## src/rtl/neighbor_colonization_select_top_macros.svh

```systemverilog
// ----------------------------------------------------------------------------
// Assertion macros shared by the colonization select block
// ----------------------------------------------------------------------------
`ifndef NEIGHBOR_COLONIZATION_SELECT_TOP_MACROS_SVH
`define NEIGHBOR_COLONIZATION_SELECT_TOP_MACROS_SVH

// same-cycle implication, sampled on clock, off during reset
`define NCS_ASSERT_IMP(label, ante, cons, msg) \
   label: assert property (@(posedge clock) disable iff (reset) (ante) |-> (cons)) \
      else $error(msg);

// next-cycle implication
`define NCS_ASSERT_NXT(label, ante, cons, msg) \
   label: assert property (@(posedge clock) disable iff (reset) (ante) |=> (cons)) \
      else $error(msg);

`endif

```

## src/rtl/ncs_pkg.sv

```systemverilog
// ----------------------------------------------------------------------------
// ncs_pkg
// Types and constants of the neighbor colonization select block.
// ----------------------------------------------------------------------------
package ncs_pkg;

   localparam int PROB_BITS   = 16;
   localparam int PROB_W      = PROB_BITS + 1;
   localparam int MAX_SPECIES = 8;
   localparam int SPEC_BITS   = 3;
   localparam int COUNT_BITS  = 4;
   localparam int HAB_BITS    = 8;
   localparam int ADDR_BITS   = HAB_BITS + SPEC_BITS;
   localparam int DEPTH       = 1 << ADDR_BITS;
   localparam int W_BITS      = PROB_W + COUNT_BITS;
   localparam int SUM_BITS    = W_BITS + SPEC_BITS - 1;
   localparam int MUL_A_BITS  = PROB_W;
   localparam int MUL_B_BITS  = SUM_BITS;
   localparam int PROD_BITS   = MUL_A_BITS + MUL_B_BITS;

   localparam logic [PROB_W-1:0] ONE_Q = PROB_W'(1) << PROB_BITS;

   typedef enum logic [3:0] {
      ST_IDLE,
      ST_READ,
      ST_LOAD,
      ST_MULT,
      ST_NEXT,
      ST_DECIDE,
      ST_ACC,
      ST_RHS,
      ST_CHECK,
      ST_FINISH
   } state_type;

   typedef enum logic [3:0] {
      OP_NOP,
      OP_WRITE,
      OP_START,
      OP_READ,
      OP_LOAD,
      OP_MULT,
      OP_NEXT,
      OP_DECIDE,
      OP_ACC,
      OP_RHS,
      OP_CHECK
   } op_type;

   typedef struct packed {
      op_type op;
      logic   out_load;
   } cmd_type;

   typedef struct packed {
      logic n_zero;
      logic c_zero;
      logic cnt_last;
      logic s_last;
      logic skip;
      logic hit;
   } status_type;

endpackage

```

## src/rtl/ncs_ctrl.sv

```systemverilog
// ----------------------------------------------------------------------------
// ncs_ctrl
// Sequencer: steps the datapath through table reads, power multiplies and
// the cumulative compare, and owns the response valid.
// ----------------------------------------------------------------------------
`include "neighbor_colonization_select_top_macros.svh"

module ncs_ctrl (
   input  logic                clock,
   input  logic                reset,
   input  logic                req_valid,
   input  logic                req_type,
   output logic                req_ready,
   output logic                rsp_valid,
   input  logic                rsp_ready,
   output ncs_pkg::cmd_type    cmd,
   input  ncs_pkg::status_type status
);

   ncs_pkg::state_type state_ff, state_in;
   logic               rsp_valid_ff, rsp_valid_in;

   always_ff @(posedge clock) begin
      if (reset) begin
         state_ff     <= ncs_pkg::ST_IDLE;
         rsp_valid_ff <= 1'b0;
      end else begin
         state_ff     <= state_in;
         rsp_valid_ff <= rsp_valid_in;
      end
   end

   always_comb begin
      state_in     = state_ff;
      cmd.op       = ncs_pkg::OP_NOP;
      cmd.out_load = 1'b0;
      req_ready    = 1'b0;
      unique case (state_ff)
         ncs_pkg::ST_IDLE: begin
            req_ready = 1'b1;
            if (req_valid) begin
               if (!req_type) begin
                  cmd.op = ncs_pkg::OP_WRITE;
               end else begin
                  cmd.op   = ncs_pkg::OP_START;
                  state_in = status.n_zero ? ncs_pkg::ST_DECIDE : ncs_pkg::ST_READ;
               end
            end
         end
         ncs_pkg::ST_READ: begin
            cmd.op   = ncs_pkg::OP_READ;
            state_in = ncs_pkg::ST_LOAD;
         end
         ncs_pkg::ST_LOAD: begin
            cmd.op = ncs_pkg::OP_LOAD;
            if (!status.c_zero)     state_in = ncs_pkg::ST_MULT;
            else if (status.s_last) state_in = ncs_pkg::ST_DECIDE;
            else                    state_in = ncs_pkg::ST_NEXT;
         end
         ncs_pkg::ST_MULT: begin
            cmd.op = ncs_pkg::OP_MULT;
            if (status.cnt_last)
               state_in = status.s_last ? ncs_pkg::ST_DECIDE : ncs_pkg::ST_NEXT;
         end
         ncs_pkg::ST_NEXT: begin
            cmd.op   = ncs_pkg::OP_NEXT;
            state_in = ncs_pkg::ST_READ;
         end
         ncs_pkg::ST_DECIDE: begin
            cmd.op   = ncs_pkg::OP_DECIDE;
            state_in = status.skip ? ncs_pkg::ST_FINISH : ncs_pkg::ST_ACC;
         end
         ncs_pkg::ST_ACC: begin
            cmd.op   = ncs_pkg::OP_ACC;
            state_in = ncs_pkg::ST_RHS;
         end
         ncs_pkg::ST_RHS: begin
            cmd.op   = ncs_pkg::OP_RHS;
            state_in = ncs_pkg::ST_CHECK;
         end
         ncs_pkg::ST_CHECK: begin
            cmd.op = ncs_pkg::OP_CHECK;
            if (status.hit || status.s_last) state_in = ncs_pkg::ST_FINISH;
            else                             state_in = ncs_pkg::ST_ACC;
         end
         ncs_pkg::ST_FINISH: begin
            // hold until the output register is free
            if (!rsp_valid_ff || rsp_ready) begin
               cmd.out_load = 1'b1;
               state_in     = ncs_pkg::ST_IDLE;
            end
         end
         default: state_in = ncs_pkg::ST_IDLE;
      endcase
   end

   always_comb begin
      rsp_valid_in = rsp_valid_ff;
      if (rsp_valid_ff && rsp_ready) rsp_valid_in = 1'b0;
      if (cmd.out_load)              rsp_valid_in = 1'b1;
   end

   assign rsp_valid = rsp_valid_ff;

   `NCS_ASSERT_IMP(a_no_overwrite, cmd.out_load, (!rsp_valid_ff || rsp_ready), "response overwritten")
   `NCS_ASSERT_NXT(a_load_shows, cmd.out_load, rsp_valid_ff, "loaded response not shown")
   `NCS_ASSERT_NXT(a_acc_to_rhs, (state_ff == ncs_pkg::ST_ACC), (state_ff == ncs_pkg::ST_RHS), "prefix not multiplied")

endmodule

```

## config.mk

```make
export PLATFORM = sky130hd
export DESIGN_NAME = ncs_ctrl
export DESIGN_NICKNAME = d
export VERILOG_FILES = /design/src/rtl/ncs_pkg.sv /design/src/rtl/ncs_ctrl.sv
export VERILOG_INCLUDE_DIRS = /design/src /design/src/rtl
export SDC_FILE = /design/constraint.sdc
export NUM_CORES = 1
export LEC_CHECK = 0
export BUFFER_PORTS_ARGS = -buffer_cell sky130_fd_sc_hd__buf_2
export CAP_MARGIN = 20
export CORE_AREA = 2 2 39 41
export DETAILED_ROUTE_END_ITERATION = 12
export DIE_AREA = 0 0 41 43
export PLACE_DENSITY = 0.7
export SETUP_SLACK_MARGIN = 0.1
export SYNTH_ARGS = -nofsm -noshare
export SYNTH_HDL_FRONTEND = slang
export SYNTH_SLANG_ARGS = --single-unit
```

## constraint.sdc

```tcl
create_clock -name clock -period 1.5 [get_ports clock]
set_input_delay 0.3 -clock clock [delete_from_list [all_inputs] [get_ports clock]]
set_output_delay 0.3 -clock clock [all_outputs]
set_load 0.01 [all_outputs]
```

Word level (Yosys, flattened, before mapping)
Cells that the tools add are included.
- eq/ne operators: 13
- muxes and demuxes: 18
- $add $sub $neg: 0
- order comparisons: 0
- bitwise operators: 0
- reduce and logical (&&, ||, !) cells: 7
- shift operators: 0
- div/mod/pow operators: 0
- multiply operators: 0
- operators by type and width (cell ; number):
    $pmux W4 S10 ; 1
    $pmux W4 S9 ; 1
    $mux W4 ; 7
    $eq A4 B3 Y1 const B ; 4
    $eq A4 B2 Y1 const B ; 2
    $eq A4 B4 Y1 const B ; 2
    $ne A2 B2 Y1 const B ; 4
    $mux W1 ; 6
    $mux W3 ; 2
    $eq A4 B1 Y1 const B ; 1
    $logic_not A4 Y1 ; 1
    $reduce_and A4 Y1 ; 1
    $logic_or A1 B1 Y1 ; 2
    $mux W2 ; 1
    $reduce_bool A2 Y1 ; 1
    $logic_and A1 B1 Y1 ; 1
    $logic_not A1 Y1 ; 1
- memories kept: 0
- ROM bits: 0
- bits of input ports: 11
- bits in latches: 0
- bits in registers: 5
- RAM bits: 0
- output and inout bits: 7

Logic depth before layout (Yosys ltp)
Gate-level depths: netlist of the first run.
- word-level depth: 5
- gate-level depth with buffers: 6
- gate-level depth less buffers: 4

Worst setup path after synthesis of the first run
Ideal clock, no wire load.
- path kind: register to output
- start point: register state_ff[0]
- end point: output port cmd[2] (netlist name)
- arrival: 1.116 ns
- cell stages (with the launch flop): 5
- data required time: 1.200 ns
- slack: 0.084 ns
- path buffers: 1
- cell sequence: dfxtp_1 buf_2 nor2_1 mux2_2 nor2_1
- RTL lines (element ; RTL line ; RTL):
    start, declared ; ncs_ctrl.sv:20 ; ncs_pkg::state_type state_ff, state_in;
    start signal, assigned ; ncs_ctrl.sv:25 ; state_ff <= ncs_pkg::ST_IDLE;
    start signal, assigned ; ncs_ctrl.sv:28 ; state_ff <= state_in;
    end, declared ; ncs_ctrl.sv:16 ; output ncs_pkg::cmd_type cmd,

==> results of run 1 <==
-- final timing paths --
check	slack (ps)	to	startpoint	depth (start not counted)
min	310	state_ff[3]	reset	2
min reg2reg	540	rsp_valid	rsp_valid	2
max	-90	cmd[4]	state_ff[1]	3
max reg2reg	140	state_ff[2]	state_ff[0]	5
-- cells in the final DEF (no fill, tap or decap), types with 2 or more instances in the layout --
cell / instances
nor2_4: 2
nand3b_1: 3
buf_6: 5
clkbuf_4: 3
a21oi_2: 2
buf_4: 10
a31oi_1: 2
a21oi_1: 4
nor2_1: 3
inv_1: 2
dfxtp_4: 3
buf_2: 18
nor3_2: 2
nand2_1: 2
-- sequential cells by signal, summed over array words and instances, names as in the netlist --
| register | cells |
|---|---|
| state_ff | 4 |
| rsp_valid | 1 |
-- per-stage QoR --
stage / util [%] / setup WS (ps) / setup TNS, ps
3_5_place_dp: 41.50 / 66.76 / 0
6_report: 55.24 / -86.76 / -134.1
4_1_cts: 51.63 / -69.22 / -99.10
3_3_place_gp: 41.50 / 55.49 / 0
2_1_floorplan: - / 114.7 / 0
5_1_grt: 55.24 / -128.4 / -477.8
-- routing by layer --
| layer | share of wire (%) | GRT usage [%] |
|---|---|---|
| met1 | 41 | 24.04 |
| met2 | 50 | 28.13 |
| met3 | 6.8 | 7.853 |
| met4 | 1.4 | 6.667 |
| met5 | 0 | 0 |
-- power by group --
group,internal (mW),switching [mW]
sequential,0.188,0.0660
combinational,0.476,0.408
clock,0.101,0.0574
-- cells by family after synthesis --
group | Yosys count | share of synthesized area, %
AND/OR/NAND/NOR | 27 | 38.12
AO/OA/AOI/OAI | 17 | 24.31
buffers and inverters | 9 | 11.05
flip-flops | 5 | 22.10
XOR/XNOR | 1 | 1.934
multiplexers | 1 | 2.486
-- cell type report --
| type | count | share of cell area, % |
|---|---|---|
| inverter | 3 | 1.473 |
| timing repair buffer | 33 | 28.97 |
| clock buffer | 4 | 3.437 |
| sequential | 5 | 14.73 |
| multi-input combinational | 46 | 48.77 |
| tap | 16 | 2.619 |
-- repair_timing --
action,in CTS,in global routing
gates cloned,1,0
endpoints found under the setup margin,7,9
pin swaps,4,7
resized for setup,20,8
buffers inserted,6,2
==> flow_metrics.env, run 1 <==
export IMPL_clockRootBuffer="clkbuf_4"
export IMPL_drive_above_1_share_pct=63.74
export IMPL_rsz0062_at_grt="yes"
export IMPL_drt_iter0_drc=13
export IMPL_numPortBuffers=17
export IMPL_critPathRequiredTime_ps=1200
export IMPL_cts_tree="yes"
export IMPL_ys_warn_count=0
export IMPL_setup_viol=3
export IMPL_crit_chain="or3b_4 -> o21ai_2 -> buf_2"
export IMPL_slew_viol_final=0
export IMPL_hold_viol_final=0
export IMPL_yosysUniqueCellTypes=35
export IMPL_placedCellCount=94
export IMPL_critPathKind="reg -> out"
export IMPL_postSynth_asyncResetShare_pct=0
export IMPL_synth_top_area_cell="dfxtp_1"
export IMPL_dp_hpwl_um=890.2
export IMPL_cts_max_path_buffers=2
export IMPL_grt_max_degree=9
export IMPL_synth_edf_count=0
export IMPL_die_w_um=41
export IMPL_place_gp_congestion=0.8990
export IMPL_post_drt_wl_per_cell_um=14.39
export IMPL_syn_nets=71
export IMPL_dpl_instance_area_um2=574.3
export IMPL_cap_violations=0
export IMPL_design_core_area_um2=1384
export IMPL_path_delay_family="simple AND/OR/NAND/NOR gates"
export IMPL_holdCritPathClass="in -> reg"
export IMPL_violations="negative setup slack"
export IMPL_diodes=0
export IMPL_syn_area_per_cell_um2=7.549
export IMPL_startpoint_type="register"
export IMPL_areaGrowthSynthToFinish_pct=68.78
export IMPL_ys_seq_area_share_pct=22.10
export IMPL_postLayoutCellArea_um2=764.5
export IMPL_power_total_mw=1.296
export IMPL_overflow=0
export IMPL_yosys_top_cells_count="6 x a21oi_1, 6 x nor2_1, 5 x dfxtp_1"
export IMPL_fmax_ghz=0.6302
export IMPL_period_needed_ps=1587
export IMPL_cts_sinks=5
export IMPL_drt_pass1_iter_count=4
export IMPL_drc=0
export IMPL_ys_top_cells_by_area="dfxtp_1 22%, a21oi_1 6.6%, nand3b_1 5.0%"
export IMPL_cts_htree_levels=1
export IMPL_syn_inst=60
export IMPL_row_count=14
export IMPL_grt_pass1_vias=530
export IMPL_critPathArrivalTime_ps=1290
export IMPL_worstMarginPinSlew_ps=299.7
export IMPL_synth_seq_cells=5
export IMPL_fillerInstances=138
export IMPL_crit_slowest_cell="or3b_4"
export IMPL_via_count=610
export IMPL_die_h_um=43
export IMPL_power_density_nw_per_um2=1695
export IMPL_grt_use_total_pct=19.06
export IMPL_ioPinCount=18
export IMPL_ir_worst_vdd_mv=0.8028
export IMPL_netlist_area_um2=452.9
export IMPL_grt_pass1_wl_um=2270
export IMPL_multi_input_area_um2=372.9
export IMPL_worst_slack_ps=-86.76
export IMPL_clkTransAtPathRegs_ps=40
export IMPL_cp_num_buf_inv=1
export IMPL_max_slew_margin_rel_pct=80.02
export IMPL_dieArea_um2=1763
export IMPL_cp_slowest_stage_delay_ps=420
export IMPL_ff_latch_area_um2=112.6
export IMPL_antenna_found_initial=0
export IMPL_p_leak_nw=0.3291
export IMPL_initial_core_util_pct=32.73
export IMPL_final_nets=103
export IMPL_fin_cells=107
export IMPL_status="complete, but fails checks"
export IMPL_synth_top_flop_cell="dfxtp_1"
export IMPL_wirelength_um=1540
export IMPL_clkLatencyLatePin_ps=250
export IMPL_vias_per_cell=5.701
export IMPL_hold_ws_ps=306.2
export IMPL_cts_hold_buffers_added=0
export IMPL_finClkSkew_ps=2.956
export IMPL_finalCritPeriodShare_pct=105.8
export IMPL_synth_top_area_share_pct=22.10
export IMPL_path_max_fanout=4
export IMPL_cts_made_buffers=3
export IMPL_worst_setup_path_end_kind="primary output"
export IMPL_drt_antenna_violating_nets=0
No activity file was read; power rests on OpenSTA's default activity.
==> run 2, diff against run 1 <==
PLACE_DENSITY = not set   (was 0.7)
PLACE_DENSITY_LB_ADDON = 0.2   (was not set)
==> run 2 against run 1 <==
  * The flow still finishes with violations (negative setup slack)
  * Sequential power rose by 2%
  * Clock power barely moved
  * Non-clock buffer count fell by 1
  * Worst hold slack got worse by 12 ps
  * Final area fell by 3.1%
  * Largest cell class unchanged
==> flow_metrics.env, run 2 (synthesis results as in run 1) <==
export IMPL_grt_pass1_vias=479
export IMPL_path_max_fanout=7
export IMPL_grt_max_degree=11
export IMPL_areaGrowthSynthToFinish_pct=63.54
export IMPL_p_leak_nw=0.3207
export IMPL_cp_num_buf_inv=1
export IMPL_cts_max_path_buffers=2
export IMPL_fmax_ghz=0.6501
export IMPL_clkLatencyLatePin_ps=240
export IMPL_clockRootBuffer="clkbuf_4"
export IMPL_cts_made_buffers=3
export IMPL_cts_sinks=5
export IMPL_cts_hold_buffers_added=0
export IMPL_clkTransAtPathRegs_ps=50
export IMPL_antenna_found_initial=0
export IMPL_finClkSkew_ps=2.121
export IMPL_drt_pass1_iter_count=4
export IMPL_layout_common_cells="16 x buf_2, 13 x buf_4, 5 x a21oi_1, 4 x dfxtp_4"
export IMPL_wirelength_um=1430
export IMPL_crit_slowest_cell="dfxtp_4"
export IMPL_row_count=14
export IMPL_dp_hpwl_um=898.6
export IMPL_drive_above_1_share_pct=57.78
export IMPL_status="complete, but fails checks"
export IMPL_cpMostUsedCell="nor2_4"
export IMPL_drt_antenna_violating_nets=0
export IMPL_startpoint_type="register"
export IMPL_final_nets=102
export IMPL_cp_slowest_stage_delay_ps=370
export IMPL_ir_worst_vdd_mv=0.7093
export IMPL_tns_ps=-72.77
export IMPL_period_needed_ps=1538
export IMPL_cts_tree="yes"
export IMPL_cap_violations=0
export IMPL_numPortBuffers=17
export IMPL_setup_viol=2
export IMPL_dpl_worst_slack_ps=55.39
export IMPL_path_delay_family="flip-flops"
export IMPL_initial_core_util_pct=32.73
export IMPL_holdCritPathClass="in -> reg"
export IMPL_fillerInstances=139
export IMPL_critPathRequiredTime_ps=1200
export IMPL_cts_htree_levels=1
export IMPL_place_gp_congestion=0.8598
export IMPL_design_core_area_um2=1384
export IMPL_multi_input_area_um2=354.1
export IMPL_worst_setup_path_end_kind="primary output"
export IMPL_max_slew_margin_rel_pct=79.56
export IMPL_crit_chain="nor2_4 -> mux2_4 -> nor2_4 -> buf_6"
export IMPL_violations="negative setup slack"
export IMPL_dieArea_um2=1763
export IMPL_critPathKind="reg -> out"
export IMPL_ioPinCount=18
export IMPL_hold_ws_ps=294.5
export IMPL_power_density_nw_per_um2=1741
export IMPL_worst_slack_ps=-38.12
export IMPL_final_common_cell="buf_2"
export IMPL_vias_per_cell=5.387
export IMPL_hold_viol_final=0
export IMPL_grt_pass1_wl_um=2083
export IMPL_power_total_mw=1.290
export IMPL_grt_use_total_pct=16.95
export IMPL_die_h_um=43
export IMPL_via_count=571
export IMPL_postLayoutCellArea_um2=740.7
export IMPL_drc=0
export IMPL_largest_reg_flops=4
export IMPL_diodes=0
export IMPL_finalCritPeriodShare_pct=102.5
export IMPL_dpl_instance_area_um2=574.3
export IMPL_ff_latch_area_um2=115.1
export IMPL_rsz0062_at_grt="yes"
export IMPL_overflow=0
export IMPL_drt_iter0_drc=12
export IMPL_worstMarginPinSlew_ps=304.2
export IMPL_slew_viol_final=0
export IMPL_critical_path_startpoint="state_ff[2]"
export IMPL_r2r_start="state_ff[0]"
export IMPL_hp_start="reset"
export IMPL_post_drt_wl_per_cell_um=13.49
export IMPL_critPathArrivalTime_ps=1240
export IMPL_regMostFlops="state_ff"
export IMPL_die_w_um=41
==> run 2: routing by layer <==
metal | vias to the layer above | part of all wire (%) | track usage (%)
met2 | 19 | 50 | 24.69
met3 | 0 | 5.4 | 4.712
met5 | - | 0 | 0
met1 | 267 | 44 | 25.00
met4 | 0 | 0 | 2.000
li1 | 285 | - | -
==> run 2: path summary, 6_finish.rpt <==
kind | end | depth (start not counted) | slack, ps
setup / recovery | cmd[2] | 4 | -40
hold / removal | state_ff[1] | 2 | 290
setup reg to reg | state_ff[2] | 6 | 120
hold reg to reg | rsp_valid | 2 | 530
==> run 2: metrics by stage <==
| stage | util [%] | std cells |
|---|---|---|
| global route | 53.53 | 106 |
| CTS | 49.46 | 103 |
| finish | 53.53 | 106 |
| detailed placement | 41.50 | 94 |
| floorplan | - | 60 |
| global placement | 41.50 | 94 |
==> run 2: what timing repair did <==
item	4_1_cts	5_1_grt
pin swaps	4	4
hold endpoints to repair	0	0
resized for setup	17	7
setup endpoints to repair	6	9
setup buffers	5	3
cloned	0	0
==> run 2: final cells by class <==
cell class	instances	area share, %
inverter	3	1.858
tap	16	2.703
sequential	5	15.54
clock buffer	4	3.547
multi-input combinational	46	47.80
timing repair buffer	32	28.55
==> run 2: report_power, final <==
group | total (mW) | switching, mW | internal [mW]
logic | 0.871 | 0.396 | 0.475
clock network | 0.160 | 0.0590 | 0.101
registers | 0.259 | 0.0724 | 0.187
==> run 2: worst register-to-register path: stages, from the launching register on <==
cell	delay, ps
dfxtp_4	370
buf_6	120
buf_6	120
inv_4	50
a21oi_2	40
or4_1	470
a21oi_1	150
==> run 3, diff against run 2 <==
CTS_BUF_LIST = sky130_fd_sc_hd__clkbuf_4   (was not set)
TNS_END_PERCENT = 10   (was not set)
==> run 3 against run 2 <==
  * The run still ends with negative setup slack left
  * Global-route usage fell by 0.87 points
  * Critical path depth shrank 1
  * Clock skew is 2.3 ps higher
  * Critical path type unchanged
  * Largest cell class unchanged
==> flow_metrics.env, run 3 (synthesis results as in run 1) <==
export IMPL_finalCritPeriodShare_pct=104.5
export IMPL_ir_worst_vdd_mv=0.6987
export IMPL_numPortBuffers=17
export IMPL_post_drt_wl_per_cell_um=12.72
export IMPL_fmax_ghz=0.6378
export IMPL_drt_pass1_iter_count=4
export IMPL_hold_viol_final=0
export IMPL_finish_utilization_pct=51.18
export IMPL_grt_max_degree=10
export IMPL_via_count=560
export IMPL_dpl_worst_slack_ps=86.10
export IMPL_drive_above_1_share_pct=59.30
export IMPL_drt_iter0_drc=12
export IMPL_cts_htree_levels=1
export IMPL_grt_use_total_pct=16.08
export IMPL_initial_core_util_pct=32.73
export IMPL_die_h_um=43
export IMPL_final_nets=98
export IMPL_p_leak_nw=0.3010
export IMPL_power_total_mw=1.156
export IMPL_ioPinCount=18
export IMPL_hold_ws_ps=274.1
export IMPL_violations="negative setup slack"
export IMPL_cts_max_path_buffers=2
export IMPL_die_w_um=41
export IMPL_grt_pass1_wl_um=1918
export IMPL_cts_hold_buffers_added=0
export IMPL_cp_slowest_stage_delay_ps=400
export IMPL_cp_num_buf_inv=1
export IMPL_placedCellCount=95
export IMPL_final_common_cell="buf_2"
export IMPL_rsz0062_at_grt="yes"
export IMPL_period_needed_ps=1568
export IMPL_critPathArrivalTime_ps=1270
export IMPL_worst_slack_ps=-67.80
export IMPL_critPathRequiredTime_ps=1200
export IMPL_dpl_instance_area_um2=581.8
export IMPL_finClkSkew_ps=4.459
export IMPL_status="complete, but fails checks"
export IMPL_cap_violations=0
export IMPL_holdCritPathClass="in -> reg"
export IMPL_design_core_area_um2=1384
export IMPL_postLayoutCellArea_um2=708.2
export IMPL_drc=0
export IMPL_worstMarginPinSlew_ps=383.1
export IMPL_vias_per_cell=5.490
export IMPL_overflow=0
export IMPL_clkLatencyLatePin_ps=250
export IMPL_critPathKind="reg -> out"
export IMPL_antenna_found_initial=0
export IMPL_clkTransAtPathRegs_ps=50
export IMPL_crit_slowest_cell="or3b_1"
export IMPL_layout_common_cells="17 x buf_2, 10 x buf_4, 4 x a21oi_1, 4 x clkbuf_4"
export IMPL_wirelength_um=1297
export IMPL_areaGrowthSynthToFinish_pct=56.35
export IMPL_grt_pass1_vias=458
export IMPL_cts_sinks=5
export IMPL_cts_made_buffers=3
export IMPL_path_max_fanout=8
export IMPL_largest_reg_flops=4
export IMPL_max_slew_margin_rel_pct=74.11
export IMPL_diodes=0
export IMPL_tns_ps=-163.4
export IMPL_drt_antenna_violating_nets=0
export IMPL_crit_chain="or3b_1 -> o21ai_1 -> buf_2"
export IMPL_regMostFlops="state_ff"
export IMPL_setup_viol=4
export IMPL_path_delay_family="simple AND/OR/NAND/NOR gates"
export IMPL_worst_setup_path_end_kind="primary output"
export IMPL_cts_tree="yes"
export IMPL_clockRootBuffer="clkbuf_4"
export IMPL_slew_viol_final=0
export IMPL_startpoint_type="register"
export IMPL_fin_cells=102
export IMPL_row_count=14
export IMPL_dp_hpwl_um=881.7
export IMPL_dieArea_um2=1763
export IMPL_place_gp_congestion=0.7926
export IMPL_power_density_nw_per_um2=1632
run 3: cell types whose count changed in the layout (fill, tap and decap cells not counted), sizes merged:
cell,previous run,this run
buf,32,28
run 3: layout make-up:
cell class / instances / area, µm²
inverters: 3 / 11.26
multi-input cells: 46 / 362.8
well taps: 16 / 20.02
repair buffers: 28 / 171.4
fillers: 154 / 675.6
flip-flops and latches: 5 / 112.6
clock buffers: 4 / 30.03
run 3: what timing repair did:
item,4_1_cts,5_1_grt
endpoints found under the setup margin,6,9
resized for setup,15,7
buffers inserted,1,2
pin swaps,2,5
run 3: worst paths after layout:
path                                  start     endpoint  slack, ps  cells after the start
worst max register to register  state_ff[1]  state_ff[1]        140                      5
worst min register to register    rsp_valid    rsp_valid        550                      2
worst max-delay path            state_ff[1]       cmd[4]        -70                      3
worst min-delay path                  reset  state_ff[1]        270                      2
run 3: worst register-to-register path: cells and delay by family, from the launching register on:
kind / cells / cell delay [ps]
and+or+nand+nor: 3 / 630
DFF: 1 / 370
buffers and inverters: 1 / 160
AOI/OAI and AO/OA: 1 / 140
run 3: power breakdown:
part / total (mW) / leakage [nW] / switching (mW) / internal [mW]
Clock: 0.184 / 0.0184 / 0.0647 / 0.119
Sequential: 0.256 / 0.0433 / 0.0739 / 0.182
Combinational: 0.716 / 0.239 / 0.342 / 0.374
run 3: routing by layer:
layer / part of all wire [%] / GRT usage, % / vias to the layer above
met4: 1.3 / 8.000 / 0
met2: 49 / 22.81 / 21
met3: 5.9 / 3.141 / 2
li1: - / - / 275
met5: 0 / 0 / -
met1: 44 / 22.26 / 262
